`src/rtl/mhpq_pkg.sv`:
```
// Shared types and constants of the max-heap priority queue.
// No dependencies; imported by the RTL modules, the checker and the testbench.
`timescale 1ns / 1ps

package mhpq_pkg;

   localparam int DATA_W       = 32;
   localparam int STATUS_W     = 2;
   localparam int TOTAL_W      = 8;
   localparam int CAPACITY_DEF = 128;

   localparam logic CMD_INSERT  = 1'b0;
   localparam logic CMD_EXTRACT = 1'b1;

   typedef enum logic [STATUS_W-1:0] {
      STATUS_OK    = 2'd0,
      STATUS_EMPTY = 2'd1,
      STATUS_FULL  = 2'd2
   } status_type;

   typedef struct packed {
      logic                     cmd;
      logic signed [DATA_W-1:0] value;
   } req_item_type;

   typedef struct packed {
      logic signed [DATA_W-1:0] result_value;
      logic [STATUS_W-1:0]      status;
      logic [TOTAL_W-1:0]       entry_total;
   } rsp_item_type;

   // controller -> datapath
   typedef struct packed {
      logic start_ins;
      logic start_ext;
      logic set_full;
      logic set_empty;
      logic rd_up;
      logic rd_down;
      logic ext_load;
      logic wr_key;
      logic up_move;
      logic dn_move;
   } dp_cmd_type;

   // datapath -> controller
   typedef struct packed {
      logic full;
      logic empty;
      logic at_root;
      logic no_child;
      logic up_swap;
      logic dn_swap;
   } dp_stat_type;

endpackage

```
`src/rtl/mhpq_ctrl.sv`:
```
// Sequencer for insert / extract and the sift loops.
// Depends on mhpq_pkg; drives mhpq_datapath through dp_cmd_type.
`timescale 1ns / 1ps

module mhpq_ctrl (
   input  logic                 clock,
   input  logic                 reset,
   input  logic                 req_valid,
   input  logic                 req_cmd,
   output logic                 req_ready,
   input  logic                 out_free,
   output logic                 out_load,
   input  mhpq_pkg::dp_stat_type stat,
   output mhpq_pkg::dp_cmd_type  cmd
);
   import mhpq_pkg::*;

   typedef enum logic [6:0] {
      S_IDLE    = 7'b0000001,
      S_UP_RD   = 7'b0000010,
      S_UP_CMP  = 7'b0000100,
      S_EX_LOAD = 7'b0001000,
      S_DN_RD   = 7'b0010000,
      S_DN_CMP  = 7'b0100000,
      S_FINISH  = 7'b1000000
   } state_type;

   state_type state_ff, state_in;

   always_ff @(posedge clock) begin
      if (reset) begin
         state_ff <= S_IDLE;
      end else begin
         state_ff <= state_in;
      end
   end

   always_comb begin
      state_in  = state_ff;
      cmd       = '0;
      req_ready = 1'b0;
      out_load  = 1'b0;
      case (state_ff)
         S_IDLE: begin
            req_ready = 1'b1;
            if (req_valid) begin
               if (req_cmd == CMD_INSERT) begin
                  if (stat.full) begin
                     cmd.set_full = 1'b1;
                     state_in     = S_FINISH;
                  end else begin
                     cmd.start_ins = 1'b1;
                     state_in      = S_UP_RD;
                  end
               end else begin
                  if (stat.empty) begin
                     cmd.set_empty = 1'b1;
                     state_in      = S_FINISH;
                  end else begin
                     cmd.start_ext = 1'b1;
                     state_in      = S_EX_LOAD;
                  end
               end
            end
         end
         S_UP_RD: begin
            if (stat.at_root) begin
               cmd.wr_key = 1'b1;
               state_in   = S_FINISH;
            end else begin
               cmd.rd_up = 1'b1;
               state_in  = S_UP_CMP;
            end
         end
         S_UP_CMP: begin
            if (stat.up_swap) begin
               cmd.up_move = 1'b1;
               state_in    = S_UP_RD;
            end else begin
               cmd.wr_key = 1'b1;
               state_in   = S_FINISH;
            end
         end
         S_EX_LOAD: begin
            cmd.ext_load = 1'b1;
            state_in     = S_DN_RD;
         end
         S_DN_RD: begin
            if (stat.no_child) begin
               cmd.wr_key = 1'b1;
               state_in   = S_FINISH;
            end else begin
               cmd.rd_down = 1'b1;
               state_in    = S_DN_CMP;
            end
         end
         S_DN_CMP: begin
            if (stat.dn_swap) begin
               cmd.dn_move = 1'b1;
               state_in    = S_DN_RD;
            end else begin
               cmd.wr_key = 1'b1;
               state_in   = S_FINISH;
            end
         end
         S_FINISH: begin
            if (out_free) begin
               out_load = 1'b1;
               state_in = S_IDLE;
            end
         end
         default: begin
            state_in = S_IDLE;
         end
      endcase
   end

endmodule

```
`config.mk`:
```
export PLATFORM = sky130hd
export DESIGN_NAME = mhpq_ctrl
export DESIGN_NICKNAME = d
export VERILOG_FILES = /design/src/rtl/mhpq_pkg.sv /design/src/rtl/mhpq_ctrl.sv
export SDC_FILE = /design/constraint.sdc
export NUM_CORES = 1
export LEC_CHECK = 0
export ABC_AREA = 1
export BUFFER_PORTS_ARGS = -buffer_cell sky130_fd_sc_hd__buf_4
export CORE_AREA = 2 2 39 41
export CTS_BUF_LIST = sky130_fd_sc_hd__clkbuf_4
export CTS_CLUSTER_DIAMETER = 80
export DETAILED_ROUTE_END_ITERATION = 7
export DIE_AREA = 0 0 41 43
export PLACE_DENSITY = 0.8
export RECOVER_POWER = 50
export SYNTH_ARGS = -nofsm -noshare
export SYNTH_HDL_FRONTEND = slang
export SYNTH_SLANG_ARGS = --single-unit
```
`constraint.sdc`:
```
create_clock -name clock -period 1.3 [get_ports clock]
set_input_delay 0.065 -clock clock [delete_from_list [all_inputs] [get_ports clock]]
set_output_delay 0.065 -clock clock [all_outputs]
set_load 0.03 [all_outputs]
```
# --- After elaboration in Yosys (flattened, before gate mapping) ---
# Index checks and enable logic that the tools add are counted.
word_totals:
  regBits: 7
  word_cells: 48
  out_inout_bits: 12
classes:
  n_eq_ne: 9
  n_mux: 37
  n_reduce_logical: 1
op_table:
  columns: ["cell", "count"]
  rows:
  - ["$mux 7", 9]
  - ["$pmux 7 s7", 1]
  - ["$mux 1", 24]
  - ["$mux 4", 2]
  - ["$eq 7x1->1 const B", 1]
  - ["$eq 7x2->1 const B", 1]
  - ["$eq 7x3->1 const B", 1]
  - ["$eq 7x4->1 const B", 1]
  - ["$eq 7x5->1 const B", 1]
  - ["$eq 7x6->1 const B", 1]
  - ["$eq 7x7->1 const B", 1]
  - ["$ne 2x2->1 const B", 2]
  - ["$pmux 1 s4", 1]
  - ["$reduce_and 2->1", 1]

# --- Logic depth before layout (Yosys ltp) ---
# Gate-level depths: netlist of the first run.
depth:
  depth_word: 4
  depth_mapped: 8
  mapped_depth_nobuf: 8

# --- Worst setup path before layout of the first run ---
# OpenSTA, ideal clock, no wires.
synth_path:
  path_kind: "reg-to-output"
  start: "register state_ff[5]"
  end: "output port cmd[6] in the netlist's numbering"
  arrival_time_ns: 1.317
  path_buffers: 0
  stages_incl_launch_ff: 8
  slack_ns: -0.082
  cell_sequence: "dfxtp_1 > inv_2 > nand2_4 > nor2_4 > nand2_2 > inv_2 > nand2_4 > nor2_1"
synth_rtl:
  columns: ["element", "line_no", "source"]
  rows:
  - ["from (decl)", "mhpq_ctrl.sv:28", "state_type state_ff, state_in;"]
  - ["from (signal assigned)", "mhpq_ctrl.sv:34", "state_ff <= state_in;"]
  - ["to (decl)", "mhpq_ctrl.sv:14", "output mhpq_pkg::dp_cmd_type cmd"]

==> results of run 1 <==
[report_power, final]
group          leakage [nW]  switching [mW]  internal [mW]
logic                 0.413           0.207          0.174
registers            0.0577          0.0132          0.229
clock network        0.0184          0.0956          0.139
total                 0.489           0.316          0.542
[layer usage]
metal  GRT usage, %  vias to the layer above
li1               -                      356
met1           27.9                      341
met2           41.9                       33
met3           3.14                        4
met4           10.0                        0
met5              0                        -
[synth_stat cells]
cell	count	area [sq um]
nor2_1	14	52.6
o21ai_0	1	5.00
nand2_1	16	60.1
nand4_1	3	18.8
nor3_2	2	20.0
nand3b_1	2	15.0
nand3_1	7	35.0
inv_2	7	26.3
nor3_1	2	10.0
nand2_2	2	12.5
nor2_4	2	22.5
o21bai_1	1	7.51
a21oi_1	1	5.00
nor2_2	4	25.0
nor4_2	1	12.5
nand2_4	3	33.8
dfxtp_1	7	140
inv_1	9	33.8
o21ai_1	1	5.00
[how the worst max path moves through the flow]
stage                 from  endpoint  slack [ns]
3_3_place_gp   state_ff[5]    cmd[8]        0.13
6_report       state_ff[5]    cmd[8]       -0.15
4_1_cts        state_ff[5]    cmd[8]       -0.12
2_1_floorplan  state_ff[5]    cmd[6]       -0.08
3_5_place_dp   state_ff[5]    cmd[8]        0.11
5_1_grt        state_ff[5]    cmd[8]       -0.21
[timing repair]
| action | CTS | global route |
|---|---|---|
| hold buffers | 3 | 0 |
| pin swaps | 7 | 10 |
| setup buffers | 12 | 3 |
| resized for setup | 15 | 7 |
| setup endpoints to repair | 10 | 17 |
| endpoints found under the hold margin | 3 | 0 |
[critical path, delay by kind of cell (launching register included)]
family / cells / cell delay [ns]
buffers and inverters: 3 / 0.34
flip-flops: 1 / 0.33
AND/OR/NAND/NOR: 5 / 0.46
[metrics by stage]
stage	hold slack (ns)	instances	worst slack, ns	util [%]	area, sq um
finish	0.0341	145	-0.151	70.1	970
global route	0.0469	145	-0.207	70.1	970
CTS	0.0301	142	-0.118	67.1	928
detailed placement	0.259	123	0.115	52.4	726
global placement	0.253	123	0.135	52.4	726
floorplan	0.134	85	-0.0824	-	541
[cell usage in the layout, fill, tap and decap left out, types with 5 or more instances in the layout]
cell and n:
nand2_1 15, nor2_2 5, inv_1 8, inv_2 8
buf_4 31, nor2_1 11, buf_6 6
[area by class of cell]
cell class | instances | share of cell area [%]
repair buffers | 40 | 34.1
well taps | 16 | 2.06
multi-input cells | 62 | 39.7
flip-flops and latches | 7 | 14.8
clock buffers | 4 | 3.10
inverters | 16 | 6.19
[cell families (layout without fill, tap and decap cells)]
| logic type | Yosys count | in the layout |
|---|---|---|
| DFF | 7 | 7 |
| AOI/OAI and AO/OA | 4 | 4 |
| and+or+nand+nor | 58 | 58 |
| buffers and inverters | 16 | 60 |
==> key figures, run 1 <==
Run status
  – Outcome: finished, violations left
  – Failing checks: setup timing

Setup path
  – Worst r2r src: state_ff[5]
  – Critical Path Start Type: register
  – CP Data Arrival Time: 1.39 ns
  – Worst R2R Setup Slack: -0.09 ns
  – Critical path endpoint category: output pin
  – Critical setup path kind: reg -> out
  – Critical path peak fanout: 5
  – Data required, critical path: 1.24 ns
  – Worst r2r path cells: 10
  – Critical Path, Cell by Cell: inv_2, nand2_4, nor2_4, nand2_2, inv_2, nand2_4, nor3_2, buf_4
  – Delay of the slowest critical-path stage: 0.33 ns
  – Crit-path slowest cell: dfxtp_2
  – Worst r2r dst: state_ff[0]

GRT
  – Number of global-route vias before repair: approximately 670
  – Grt total ovfl: 0
  – First-pass GRT wire length: 2.90 mm
  – Initial antenna violation count: 0
  – GRT Overall Usage: 24.3%
  – Largest net degree at the start of global routing: 8

STA
  – RSZ-0062 raised after global routing: true
  – Worst Max-Slew Pin Slew: between 0.2 and 0.3 ns
  – Post-route setup slack: -0.151 ns
  – Slew HR: 83.1%
  – Min Tclk post-route: 1.45 ns
  – Period utilization: 112%
  – Pins Over Slew Limit: 0
  – Maximum clock rate: ~700 MHz
  – Clk_skew: 0.000273 ns
  – Final setup fails: 15
  – Final hold violation count: 0
  – Setup_tns: -1.37 ns

Drt
  – Drt drc: 0
  – WL met1: 799 um
  – Final ANT Viol Nets: 0
  – Top sig layer: met4
  – DR WL/cell: 13.1 um
  – Via/cell ratio: 5.06
  – Initial DRC count: 35
  – DR vias: 734
  – WL met2: roughly 970 um
  – Final wirelength: around 1.9 mm
  – Pre-Repair DR Iteration Count: 4
  – Met3 wire length: 103 um

Finish
  – Filler cell count: roughly 110
  – Top reg by flops: state_ff
  – Largest register FFs: 7
  – Biggest regs: state_ff x7
  – Diodes inserted: 0
  – # nets final: 141
  – Register area: 144 sq um
  – Share of cells above drive strength 1: 57.4%
  – Area grow syn2layout: 79.4%
  – Multi-input gate area: 385 sq um

Die
  – Width of the die: 41 um
  – I/O pins: 23
  – # rows: 14
  – Die Height: 43 um
  – Die area: 0.00176 sq mm
  – Core Box Area: 0.00138 sq mm
  – Initial Util: 39.1%

Run
  – Max capacitance violation total: 0

Hold path
  – Worst Hold Depth: 2
  – Worst Hold Class: in -> reg
  – Worst hold endpoint: state_ff[3]
  – Hold_sp: reset

Clock network
  – CTS sink cnt: 7
  – Skew-Pair Late Insertion Delay: approximately 0.26 ns
  – Clock root cell: clkbuf_4
  – CTS Buf Count: 3
  – CTS Buffer Depth: 2
  – H-tree level count: 1
  – CTS tree: yes
  – Clock-pin slew on the worst setup and hold paths: 0.06 ns

Power
  – Total design power: 0.858 mW
  – Leakage: 0.489 nW
  – Max rail drop VDD: 0.000576 V
  – Power Density: 885 mW/mm^2

Synthesis
  – Adder-cell share of the synthesized area: 0%
  – Unique masters post-synth: 19
  – Synth Area in XOR/XNOR: 0%
  – Mux share of post-synthesis cell area: 0%
  – Synth Warn #: 0
  – Simple-gate portion of the synthesized area: 58.8%
  – Syn Area/Cell: ~6.4 sq um
  – Post-synthesis sequential area ratio: between 20% and 30%
  – Largest family of logic cells by synthesized area: simple AND/OR/NAND/NOR gates
  – Synthesized net count: 96
  – Cell area after synthesis: about 540 sq um
  – Synth Register Bits: 7
  – Cells after synthesis: 85
  – Synth Area in Compound Gates: 4.17%

Placed design
  – Dpl hpwl: 1.11 mm
  – Port bufs: 22
  – GP Congestion: 0.865
No activity file was read; power rests on OpenSTA's default activity.
==> inputs of run 2 (changes only) <==
==> constraint.sdc (replaced) <==
create_clock -name clock -period 1.3 [get_ports clock]
set_input_delay 0.39 -clock clock [delete_from_list [all_inputs] [get_ports clock]]
set_output_delay 0.39 -clock clock [all_outputs]
set_load 0.03 [all_outputs]
==> run 2 against run 1 <==
Compared with the run above:
- final cell count increased by 15%
- critical path depth decreased by 2
- sequential power increased by 2%
- non-clock buffer count increased by 22
- critical path type unchanged
- worst setup slack got worse by 0.42 ns
- cell area increased by 33%
- combinational power increased by 54%
- flip-flop and latch count unchanged
- the run still ends with setup timing left
- largest cell class is now buffers
- count of clock-buffer cells in the layout unchanged
==> key figures, run 2 (synthesis results as in run 1) <==
Run status
  – Outcome: finished, violations left
  – Failing checks: setup timing

STA
  – Post-route setup slack: -0.567 ns
  – Period utilization: 144%
  – Final setup fails: 18
  – Slew HR: 80.3%
  – Min Tclk post-route: about 1.9 ns
  – RSZ-0062 raised after global routing: true
  – Final hold violation count: 0
  – Pins Over Slew Limit: 0
  – Maximum clock rate: 536 MHz
  – Worst Max-Slew Pin Slew: 0.295 ns
  – Clk_skew: approximately 0.013 ns

Finish
  – Most frequent cells in the layout: buf_4, buf_6, nand2_1
  – Area grow syn2layout: 139%
  – Biggest regs: state_ff x7
  – Filler cell count: 50
  – Largest register FFs: 7
  – Diodes inserted: 0
  – # nets final: around 160
  – Share of cells above drive strength 1: 72.8%
  – Commonest non-fill, non-tap cell in the layout: buf_4
  – Top reg by flops: state_ff
  – Design area: 0.00129 sq mm

Drt
  – Initial DRC count: 56
  – Final wirelength: 3.07 mm
  – DR WL/cell: 18.4 um
  – Via/cell ratio: ~5.6
  – DR vias: 927
  – Pre-Repair DR Iteration Count: 4
  – Drt drc: 0
  – Final ANT Viol Nets: 0

Die
  – # rows: 14
  – Initial Util: 39.1%
  – Core Box Area: 0.00138 sq mm
  – I/O pins: 23
  – Width of the die: between 40 and 50 um
  – Die Height: 43 um
  – Die area: 0.00176 sq mm

Setup path
  – Worst r2r dst: state_ff[0]
  – Worst r2r path cells: 9
  – Worst r2r src: state_ff[6]
  – Data required, critical path: 0.91 ns
  – CP Data Arrival Time: 1.48 ns
  – Critical setup path kind: reg -> out
  – Critical Path Start Type: register
  – Critical path endpoint category: output pin
  – Critical path peak fanout: 5
  – Worst R2R Setup Slack: -0.29 ns

Clock network
  – CTS Buf Count: 3
  – Skew-Pair Late Insertion Delay: 0.27 ns
  – CTS tree: yes
  – Clock-pin slew on the worst setup and hold paths: 0.07 ns
  – CTS Buffer Depth: 2
  – Clock root cell: clkbuf_4
  – H-tree level count: 1
  – CTS sink cnt: 7

Power
  – Total design power: 1.07 mW
  – Max rail drop VDD: 0.000664 V
  – Power Density: 830 mW/mm^2
  – Leakage: 0.653 nW

GRT
  – Gr busiest metal: met2
  – Initial antenna violation count: 0
  – GRT Overall Usage: 34.2%
  – Grt met2 use: between 50% and 60%
  – GRT met3 Usage: 6.81%
  – Number of global-route vias before repair: approximately 890
  – First-pass GRT wire length: 4.00 mm
  – M1 GR Usage: roughly 36%
  – Largest net degree at the start of global routing: 8
  – Grt total ovfl: 0

Placed design
  – Dpl hpwl: ~1.3 mm
  – Cell area after placement: roughly 970 sq um
  – Pre-CTS WS: -0.180 ns
  – Port bufs: 22
  – GP Congestion: 0.815

Hold path
  – Worst Hold Depth: 2
  – Worst Hold Class: in -> reg
  – Worst hold endpoint: state_ff[3]
  – Hold_sp: stat[4]

Run
  – Max capacitance violation total: 0
[run 2: worst max-delay path by stage]
stage | start | to | slack, ns | depth (start not counted)
after floorplan | state_ff[5] | cmd[7] | -0.25 | 7
after global placement | state_ff[4] | cmd[2] | -0.15 | 7
after detailed placement | state_ff[3] | cmd[7] | -0.18 | 8
after CTS | state_ff[5] | cmd[3] | -0.43 | 7
after global routing | state_ff[1] | cmd[2] | -0.60 | 6
final | state_ff[1] | cmd[2] | -0.57 | 6
[run 2: what timing repair did]
action	in CTS	in global routing
pin swaps	3	6
buffers inserted	10	12
hold buffers	0	0
setup endpoints to repair	13	16
resized for setup	31	12
[run 2: routing by layer]
layer / up-vias / wire, um
met5: - / 0
met3: 23 / 207
met2: 69 / 1550
met1: 434 / 1130
met4: 0 / 178
li1: 401 / -
[run 2: metrics by stage]
| stage | std cells | hold WS, ns | util (%) | TNS [ns] |
|---|---|---|---|---|
| 2_1_floorplan | 85 | 0.459 | - | -0.955 |
| 3_3_place_gp | 144 | 0.595 | 70.3 | -1.21 |
| 3_5_place_dp | 144 | 0.599 | 70.3 | -1.47 |
| 4_1_cts | 157 | 0.334 | 85.4 | -4.85 |
| 5_1_grt | 167 | 0.325 | 93.5 | -7.37 |
| 6_report | 167 | 0.315 | 93.5 | -6.88 |
[run 2: cell type report]
| type | count | area (sq um) | area share [%] |
|---|---|---|---|
| flip-flops and latches | 7 | 146 | 11.3 |
| inverters | 16 | 65.1 | 5.03 |
| clock buffers | 4 | 30.0 | 2.32 |
| repair buffers | 62 | 558 | 43.1 |
| well taps | 16 | 20.0 | 1.55 |
| multi-input cells | 62 | 474 | 36.7 |
[run 2: worst max-delay path, cell delays in order (launching register included)]
cell and delay (ns):
dfxtp_2 0.33, inv_2 0.08, nand2_2 0.11, nor2_4 0.19
nand3_1 0.16, nand4_1 0.17, buf_6 0.15
[run 2: report_power, final]
group          switching [mW]  leakage (nW)  internal [mW]
registers              0.0182        0.0587          0.229
clock network           0.102        0.0184          0.139
logic                   0.307         0.575          0.278
total                   0.427         0.653          0.647
